==> src/rtl/core/kgst_pkg.sv <==
`timescale 1ns / 1ps

package kgst_pkg;

   localparam int QUEUE_DEPTH = 4;

   localparam logic [63:0] Q30_ONE     = 64'd1073741824;
   localparam logic [63:0] HALF_PI_Q30 = 64'd1686629713;

   // register indexes of the write port
   localparam logic CSR_TRANSLATION = 1'b0;
   localparam logic CSR_ROTATION    = 1'b1;

   typedef struct packed {
      logic signed [31:0] pose_x;
      logic signed [31:0] pose_y;
      logic signed [15:0] pose_heading;
      logic signed [31:0] local_x;
      logic signed [31:0] local_y;
      logic               first_of_scan;
      logic               pose_only;
   } req_type;

   typedef struct packed {
      logic signed [31:0] world_x;
      logic signed [31:0] world_y;
      logic signed [31:0] box_min_x;
      logic signed [31:0] box_min_y;
      logic signed [31:0] box_max_x;
      logic signed [31:0] box_max_y;
      logic        [31:0] point_number;
      logic        [31:0] keyframe_number;
   } rsp_type;

   // one point of an accepted scan, with the pose it is placed by
   typedef struct packed {
      logic signed [31:0] local_x;
      logic signed [31:0] local_y;
      logic signed [31:0] pose_x;
      logic signed [31:0] pose_y;
      logic        [15:0] heading;
      logic        [31:0] keyframe_count;
   } entry_type;

   typedef enum logic [1:0] {
      FR_IDLE,
      FR_SQUARE,
      FR_DECIDE
   } fr_state_type;

   // sine of a 32 bit turn fraction, odd taylor series in q30, rounded to frac bits
   function automatic logic signed [31:0] phase_sine(input logic [31:0] p, input int frac);
      logic [63:0] r;
      logic [63:0] x;
      logic [63:0] x2;
      logic [63:0] t;
      logic [63:0] s;
      logic [63:0] v;
      logic [63:0] prod;
      logic [1:0]  quad;
      quad = p[31:30];
      r = {34'd0, p[29:0]};
      if (quad[0]) begin
         r = Q30_ONE - r;
      end
      x = (r * HALF_PI_Q30) >> 30;
      x2 = (x * x) >> 30;
      t = Q30_ONE;
      for (int i = 0; i < 6; i++) begin
         prod = (x2 * t) >> 30;
         case (i)
            0: prod = prod / 64'd156;
            1: prod = prod / 64'd110;
            2: prod = prod / 64'd72;
            3: prod = prod / 64'd42;
            4: prod = prod / 64'd20;
            default: prod = prod / 64'd6;
         endcase
         t = Q30_ONE - prod;
      end
      s = (x * t) >> 30;
      if (s > Q30_ONE) begin
         s = Q30_ONE;
      end
      v = (s + (64'd1 << (29 - frac))) >> (30 - frac);
      return quad[1] ? (32'd0 - v[31:0]) : v[31:0];
   endfunction

   // clamp a 36 bit signed value to 32 bits
   function automatic logic signed [31:0] sat32(input logic signed [35:0] v);
      logic signed [31:0] r;
      if (!v[35] && (v[34:31] != 4'h0)) begin
         r = 32'h7FFF_FFFF;
      end else if (v[35] && (v[34:31] != 4'hF)) begin
         r = 32'h8000_0000;
      end else begin
         r = v[31:0];
      end
      return r;
   endfunction

endpackage

==> src/rtl/core/kgst_queue.sv <==
`timescale 1ns / 1ps

module kgst_queue (
   input  logic                clock,
   input  logic                reset,
   input  logic                push,
   input  kgst_pkg::entry_type push_entry,
   input  logic                pop,
   output kgst_pkg::entry_type head_entry,
   output logic                empty,
   output logic                full
);

   localparam int PW = $clog2(kgst_pkg::QUEUE_DEPTH);
   localparam int CW = $clog2(kgst_pkg::QUEUE_DEPTH + 1);

   kgst_pkg::entry_type slot_ff [kgst_pkg::QUEUE_DEPTH];
   logic [PW-1:0] wr_ptr_ff, wr_ptr_in;
   logic [PW-1:0] rd_ptr_ff, rd_ptr_in;
   logic [CW-1:0] count_ff, count_in;

   assign empty = (count_ff == CW'(0));
   assign full = (count_ff == CW'(kgst_pkg::QUEUE_DEPTH));
   assign head_entry = slot_ff[rd_ptr_ff];

   always_comb begin
      wr_ptr_in = wr_ptr_ff;
      rd_ptr_in = rd_ptr_ff;
      count_in = count_ff;
      if (push) begin
         wr_ptr_in = (wr_ptr_ff == PW'(kgst_pkg::QUEUE_DEPTH - 1)) ? PW'(0) : wr_ptr_ff + PW'(1);
      end
      if (pop) begin
         rd_ptr_in = (rd_ptr_ff == PW'(kgst_pkg::QUEUE_DEPTH - 1)) ? PW'(0) : rd_ptr_ff + PW'(1);
      end
      if (push && !pop) begin
         count_in = count_ff + CW'(1);
      end else if (pop && !push) begin
         count_in = count_ff - CW'(1);
      end
   end

   always_ff @(posedge clock) begin
      if (reset) begin
         wr_ptr_ff <= '0;
         rd_ptr_ff <= '0;
         count_ff <= '0;
      end else begin
         wr_ptr_ff <= wr_ptr_in;
         rd_ptr_ff <= rd_ptr_in;
         count_ff <= count_in;
      end
   end

   always_ff @(posedge clock) begin
      if (push) begin
         slot_ff[wr_ptr_ff] <= push_entry;
      end
   end

endmodule

==> config.mk <==
export PLATFORM = sky130hd
export DESIGN_NAME = kgst_queue
export DESIGN_NICKNAME = d
export VERILOG_FILES = /design/src/rtl/core/kgst_pkg.sv /design/src/rtl/core/kgst_queue.sv
export SDC_FILE = /design/constraint.sdc
export NUM_CORES = 1
export LEC_CHECK = 0
export ABC_AREA = 1
export BUFFER_PORTS_ARGS = -buffer_cell sky130_fd_sc_hd__buf_2
export CORE_ASPECT_RATIO = 0.75
export CORE_MARGIN = 3
export CORE_UTILIZATION = 35
export CTS_BUF_LIST = sky130_fd_sc_hd__clkbuf_8
export CTS_CLUSTER_DIAMETER = 100
export DETAILED_ROUTE_END_ITERATION = 8
export HOLD_SLACK_MARGIN = 0.08
export PLACE_DENSITY = 0.51
export SLEW_MARGIN = 10
export SYNTH_ARGS = -nofsm -noshare
export SYNTH_HDL_FRONTEND = slang
export SYNTH_SLANG_ARGS = --single-unit
==> constraint.sdc <==
create_clock -name clock -period 6.75 [get_ports clock]
set_input_delay 0 -clock clock [delete_from_list [all_inputs] [get_ports clock]]
set_output_delay 0 -clock clock [all_outputs]
set_load 0.1 [all_outputs]
==> results of run 1 <==
[synth_stat cells (all sizes together)]
master	n
ha	6
nor2	360
nor3	4
a21oi	3
inv	16
nand3	1
fa	1
o22ai	176
nand2	8
o21ai	355
dfxtp	9
clkbuf	34
edfxtp	704
buf	81
nand4	1
xor2	1
[sequential cells by signal, summed over array words and instances, names as in the netlist, named ones only]
register   count
count_ff       3
rd_ptr_ff      2
slot_ff      704
wr_ptr_ff      2
[cell type report]
| class | count | area (um^2) |
|---|---|---|
| clock buffer | 117 | 1610 |
| fill | 6692 | 39700 |
| clock inverter | 82 | 339 |
| tap | 968 | 1210 |
| multi-input combinational | 916 | 4410 |
| timing repair buffer | 732 | 5520 |
| antenna | 9 | 22.5 |
| inverter | 16 | 105 |
| sequential | 713 | 21300 |
[repair_timing]
action	in CTS	in global routing
hold endpoints to repair	790	0
hold buffers	358	0
gates resized for setup	0	0
endpoints found under the setup margin	0	0
[routing by layer]
| layer | up-vias | wire, um | track usage (%) | part of all wire, % |
|---|---|---|---|---|
| li1 | 8188 | - | - | - |
| met4 | 4 | 1160 | 4.21 | 1.8 |
| met2 | 424 | 32100 | 27.5 | 48 |
| met3 | 97 | 4960 | 5.62 | 7.5 |
| met5 | - | 27 | 0 | 0.041 |
| met1 | 8414 | 28100 | 20.6 | 42 |
[metrics by stage]
step / hold slack (ps) / total power, uW / utilization [%] / worst slack [ps]
finish: 181 / 10500 / 46.5 / 2820
global route: 131 / 11000 / 46.5 / 2420
CTS: 84.4 / 10700 / 46.5 / 2620
detailed placement: 215 / 7270 / 39.0 / 3450
global placement: 211 / 7250 / 39.0 / 3530
floorplan: 72.4 / 6850 / - / 2250
[worst paths after layout]
check / from / end / slack (ps)
worst max-delay path: flop / head_entry[49] / 2820
worst min-delay path: pop / flop / 180
worst max register to register: wr_ptr_ff[0]$_SDFFE_PP0P_ / slot_ff[3][116]$_DFFE_PP_ / 4150
worst min register to register: wr_ptr_ff[1]$_SDFFE_PP0P_ / wr_ptr_ff[1]$_SDFFE_PP0P_ / 540
[worst max-delay path, delay by kind of cell (launching register included)]
kind,cells,cell delay [ps]
buffers and inverters,3,1900
DFF,1,730
AOI/OAI and AO/OA,2,480
[power groups by stage]
stage / logic, uW / clock network [uW] / registers, uW
2_1_floorplan: 1630 / 0 / 5220
3_3_place_gp: 2040 / 0 / 5210
3_5_place_dp: 2060 / 0 / 5210
4_1_cts: 2230 / 3320 / 5120
5_1_grt: 2320 / 3530 / 5130
6_report: 2200 / 3190 / 5120
[cell families after synthesis]
| family | Yosys count | synth area share [%] |
|---|---|---|
| DFF | 713 | 80.4 |
| and+or+nand+nor | 374 | 5.33 |
| AOI/OAI and AO/OA | 534 | 10.9 |
| buffers and inverters | 131 | 2.94 |
| adders and majority gates | 7 | 0.359 |
| xor gates and xnor gates | 1 | 0.0330 |
==> key figures, run 1 <==
Run status
  • Status: completed

Route
  • Pre-Repair DR Iteration Count: 5
  • WL final: 66,400 um
  • Via/cell ratio: 4.82
  • Post-DR wirelength/cell: 18.7 um
  • Via count: 17,100
  • Routed Antenna Nets: 0
  • 1st-iter DRT viols: 1,066
  • DRC errors left: 0

Setup path
  • Crit. End Element: output port
  • Slowest-stage cell, CP: dfxtp_4
  • Setup CP Type: flop to output port
  • Slowest stage delay, CP: 730 ps
  • Cell mode on critical path: buf_4
  • Crit-path cells: buf_4, buf_4, o21ai_0, o22ai_1, buf_2
  • CP startpoint kind: flop
  • Required time worst endpoint: 6750 ps
  • Worst R2R Path Depth: 4
  • WP data arrival: 3930 ps
  • CP Max Fanout: 74

Timing
  • Layout Skew: 22.4 ps
  • Slew HR: 34.7%
  • Fin Setup TNS: 0 ps
  • Fin. Hold Viols: 0
  • Final setup violation count: 0
  • Slew @ Worst Pin: 979 ps
  • RSZ-0062 raised after global routing: no
  • Fin crit period: 3930 ps
  • Fmax: 254 MHz
  • Final period utilization: 58.2%
  • Max-slew violation count: 0

Cells and area
  • Layout cell share with drive strength beyond 1: 19.9%
  • Most common cell after layout, fill and taps aside: edfxtp_1
  • Nets@finish: 2,676
  • Post-Layout Cell Count: 3,553
  • Finished Cell Area: 34,500 um^2
  • Commonest non-fill, non-tap cells in the layout: edfxtp_1 (704), nor2_1 (360), dlygate4sd3_1 (358)
  • Area delta synth->final: 30.3%

Pwr
  • Switching share of power: 32.6%
  • P_sw: 3430 uW
  • Worst vdd ir: 0.175 mV
  • Lkg Pwr: 0.0123 uW
  • Combinational share of power: 20.9%
  • Cell internal pwr: 7080 uW
  • Clock share of power: 30.4%
  • Power Dens Cells: 304 nW/um^2
  • Sequential power share: 48.7%

CTS
  • CTS tree: yes
  • Post-CTS Setup Inserts: 0
  • Clock buffer depth: 3
  • Worst-Skew Late Latency: 710 ps
  • Root buf cell: clkbuf_8
  • Clock sinks: 713
  • CTS Buf Count: 110
  • Htree depth: 3
  • Clk pin slew, worst setup/hold paths: 60 ps

Global route
  • Largest net degree at the start of global routing: 186
  • Grt ovf: 0
  • GRT Overall Usage: 16.5%
  • Number of global-route vias before repair: 17,600
  • Number of antenna violations at the first check in global routing: 11
  • First-pass GRT wire length: 100,000 um

Floorplanning
  • Height of the die: 244 um
  • Initial Utilization: 35.7%
  • Die W: 324 um
  • Core Footprint: 74,200 um^2
  • Row cnt: 86
  • IO Count: 358
  • DIE AREA: 79,100 um^2

Min path
  • Min-Delay Path Depth: 5
  • Worst min path class: input pin to flop

Place
  • Placer's final routability congestion estimate: 0.725
  • DP HPWL: 34,600 um
  • Port-buffer cells: 357
  • # placed instances: 2,987
  • Post-DP Area: 29,000 um^2

Synth
  • Share of Yosys cell area claimed by the top area cell type: 79.8%
  • Synth area leader: edfxtp_1
  • Unique cell type count in the Yosys netlist: 22
  • Synthesized area: 26,500 um^2
  • Syn_nets: 1,947
  • Area contributors post-synth: edfxtp_1 (80%), nor2_1 (5.1%), o21ai_0 (4.6%)
  • Post-Synthesis Cells: 1,760
  • Sequential share of the synthesized area: 80.4%
  • Avg Inst Size Synth: 15.1 um^2
  • Flops & latches, synth: 713
  • Synth warnings: 0

Flow run
  • Max-cap viol count: 0
Power figures use the tool's default switching activity.
==> run 2: changes to the inputs <==
- PLACE_DENSITY: 0.51 -> 0.53
- clock period: 6.75 -> 3.2 ns (I/O delays scaled with it)
==> run 2 against run 1 <==
Clock skew rose by 3.8 ps. Global-route usage rose by 0.22 points. Clock-buffer cell count fell by 2. Final cell count rose by 0.42%. Critical endpoint is now head_entry[172]. Highest routed layer unchanged.
==> key figures, run 2 (same netlist as run 1, synthesis figures left out) <==
Global route
  • GRT Overall Usage: 16.7% (+0.22 points)
  • Number of global-route vias before repair: 18,100 (+3.2%)
  • Grt ovf: 0 (unchanged)
  • Number of antenna violations at the first check in global routing: 9 (-2)
  • First-pass GRT wire length: 103,000 um (+2.2%)
  • Largest net degree at the start of global routing: 148 (-20%)

Timing
  • Slew HR: 36.7% (+2.0 points)
  • Fmax: 341 MHz
  • Final period utilization: 91.7%
  • Fin Setup TNS: 0 ps (unchanged)
  • Max-slew violation count: 0 (unchanged)
  • Final setup violation count: 0 (unchanged)
  • Layout Skew: 26.2 ps (+3.78 ps)
  • Slew @ Worst Pin: 950 ps (-29.8 ps)
  • Hold_ws: 194 ps (+13.0 ps)
  • Fin. Hold Viols: 0 (unchanged)
  • RSZ-0062 raised after global routing: no
  • Fin crit period: 2940 ps

CTS
  • Htree depth: 3 (unchanged)
  • Clock sinks: 713 (unchanged)
  • Post-CTS Resized: 0 (unchanged)
  • Clk pin slew, worst setup/hold paths: 60 ps (about the same)
  • Root buf cell: clkbuf_8
  • Hold-fix buffers, CTS: 358 (unchanged)
  • CTS tree: yes
  • Clock buffer depth: 3 (unchanged)
  • Post-CTS Setup Inserts: 0 (unchanged)
  • CTS Buf Count: 113 (+2.7%)
  • Worst-Skew Late Latency: 700 ps (about the same)

Floorplanning
  • DIE AREA: 79,100 um^2 (unchanged)
  • Initial Utilization: 35.7% (unchanged)
  • IO Count: 358 (unchanged)
  • Die W: 324 um (unchanged)
  • Row cnt: 86 (unchanged)
  • Height of the die: 244 um (unchanged)
  • Core Footprint: 74,200 um^2 (unchanged)

Route
  • Pre-Repair DR Iteration Count: 5 (unchanged)
  • Post-DR wirelength/cell: 18.8 um (+0.87%)
  • Via/cell ratio: 4.88 (+1.3%)
  • Via count: 17,400 (+1.7%)
  • 1st-iter DRT viols: 1,193 (+12%)
  • Routed Antenna Nets: 0 (unchanged)
  • DRC errors left: 0 (unchanged)
  • WL final: 67,200 um (+1.3%)

Place
  • Placer's final routability congestion estimate: 0.731 (+0.86%)
  • DP HPWL: 35,400 um (+2.4%)
  • Port-buffer cells: 357 (unchanged)

Setup path
  • R2r setup slk: 1150 ps (-3000 ps)
  • Crit. End Element: output port
  • Critical path destination: head_entry[172]
  • Worst r2r src: wr_ptr_ff[0]$_SDFFE_PP0P_
  • Worst R2R Path Depth: 5 (+1)
  • Crit-path cells: buf_4, o21ai_0, o22ai_1, buf_2
  • R2R Path End: slot_ff[0][100]$_DFFE_PP_
  • Slowest-stage cell, CP: buf_4
  • Required time worst endpoint: 3200 ps (-3550 ps)
  • Slowest stage delay, CP: 740 ps (about the same)
  • CP Max Fanout: 94 (+27%)
  • Setup CP Type: flop to output port
  • WP data arrival: 2940 ps (-990 ps)
  • CP startpoint kind: flop

Cells and area
  • Biggest regs: slot_ff: 704 flops, count_ff: 3 flops
  • Max reg flops: 704 (unchanged)
  • Layout cell share with drive strength beyond 1: 20.9% (+1.0 points)
  • Area delta synth->final: 32.1%
  • Reg with most FFs: slot_ff
  • Nets@finish: 2,694 (+0.67%)
  • Commonest non-fill, non-tap cells in the layout: edfxtp_1 (704), nor2_1 (360), dlygate4sd3_1 (358)
  • Fillcell total: 6,565 (-1.9%)
  • Most common cell after layout, fill and taps aside: edfxtp_1

Flow run
  • Max-cap viol count: 0 (unchanged)

Pwr
  • Power Dens Cells: 648 nW/um^2 (+110%)
  • Lkg Pwr: 0.0124 uW (+1.3%)
  • Final Total Pwr: 22,700 uW (+120%)
  • Worst vdd ir: 0.474 mV (+170%)

Min path
  • Worst min path class: input pin to flop

Run status
  • Status: completed
## run 2: cell types whose count changed in the layout (fill, tap and decap cells not counted), sizes merged
cell / delta
buf: +15
bufinv: +5
clkbuf: -2
clkinv: +4
clkinvlp: +2
diode: -1
inv: -8
## run 2: layout make-up
class | instances | area, um^2 | area share, %
multi-input combinational | 916 | 4420 | 12.6
clock buffer | 115 | 1580 | 4.52
sequential | 713 | 21300 | 60.9
tap | 968 | 1210 | 3.46
clock inverter | 85 | 493 | 1.41
timing repair buffer | 747 | 5870 | 16.8
antenna | 8 | 20.0 | 0.0572
inverter | 16 | 90.1 | 0.257
## run 2: worst min-delay path by stage
stage | start | endpoint | cells past startpoint
finish | push_entry[154] | slot_ff[2][154]$_DFFE_PP_ | 2
global route | push_entry[154] | slot_ff[0][154]$_DFFE_PP_ | 2
CTS | push_entry[154] | slot_ff[2][154]$_DFFE_PP_ | 2
detailed placement | reset | wr_ptr_ff[0]$_SDFFE_PP0P_ | 2
global placement | push_entry[8] | slot_ff[2][8]$_DFFE_PP_ | 1
floorplan | reset | wr_ptr_ff[0]$_SDFFE_PP0P_ | 1
## run 2: routing by layer
layer | share of wire [%] | track usage [%] | up-vias
met4 | 2.4 | 5.35 | 4
met3 | 7.1 | 4.97 | 120
li1 | - | - | 8213
met2 | 48 | 28.0 | 484
met1 | 43 | 20.8 | 8602
met5 | 0.031 | 0 | -
## run 2: power by group
part / internal [uW] / switching [uW]
clock: 3730 / 3460
combinational: 950 / 3770
sequential: 10700 / 100
total: 15400 / 7330
## run 2: worst max-delay path: cells and delay by family (launching register included)
family	cells	cell delay (ps)
flops	1	420
buf+inv	2	1250
compound gates	2	550
## run 2: per-stage QoR
step	instance area (um^2)	std cells	setup slack [ps]	utilization, %
final	35000	3568	265	47.2
after global routing	35000	3565	30.6	47.2
after CTS	35000	3560	126	47.1
after detailed placement	29300	3002	981	39.5
after global placement	29300	3002	995	39.5
after floorplan	26500	1760	-425	-
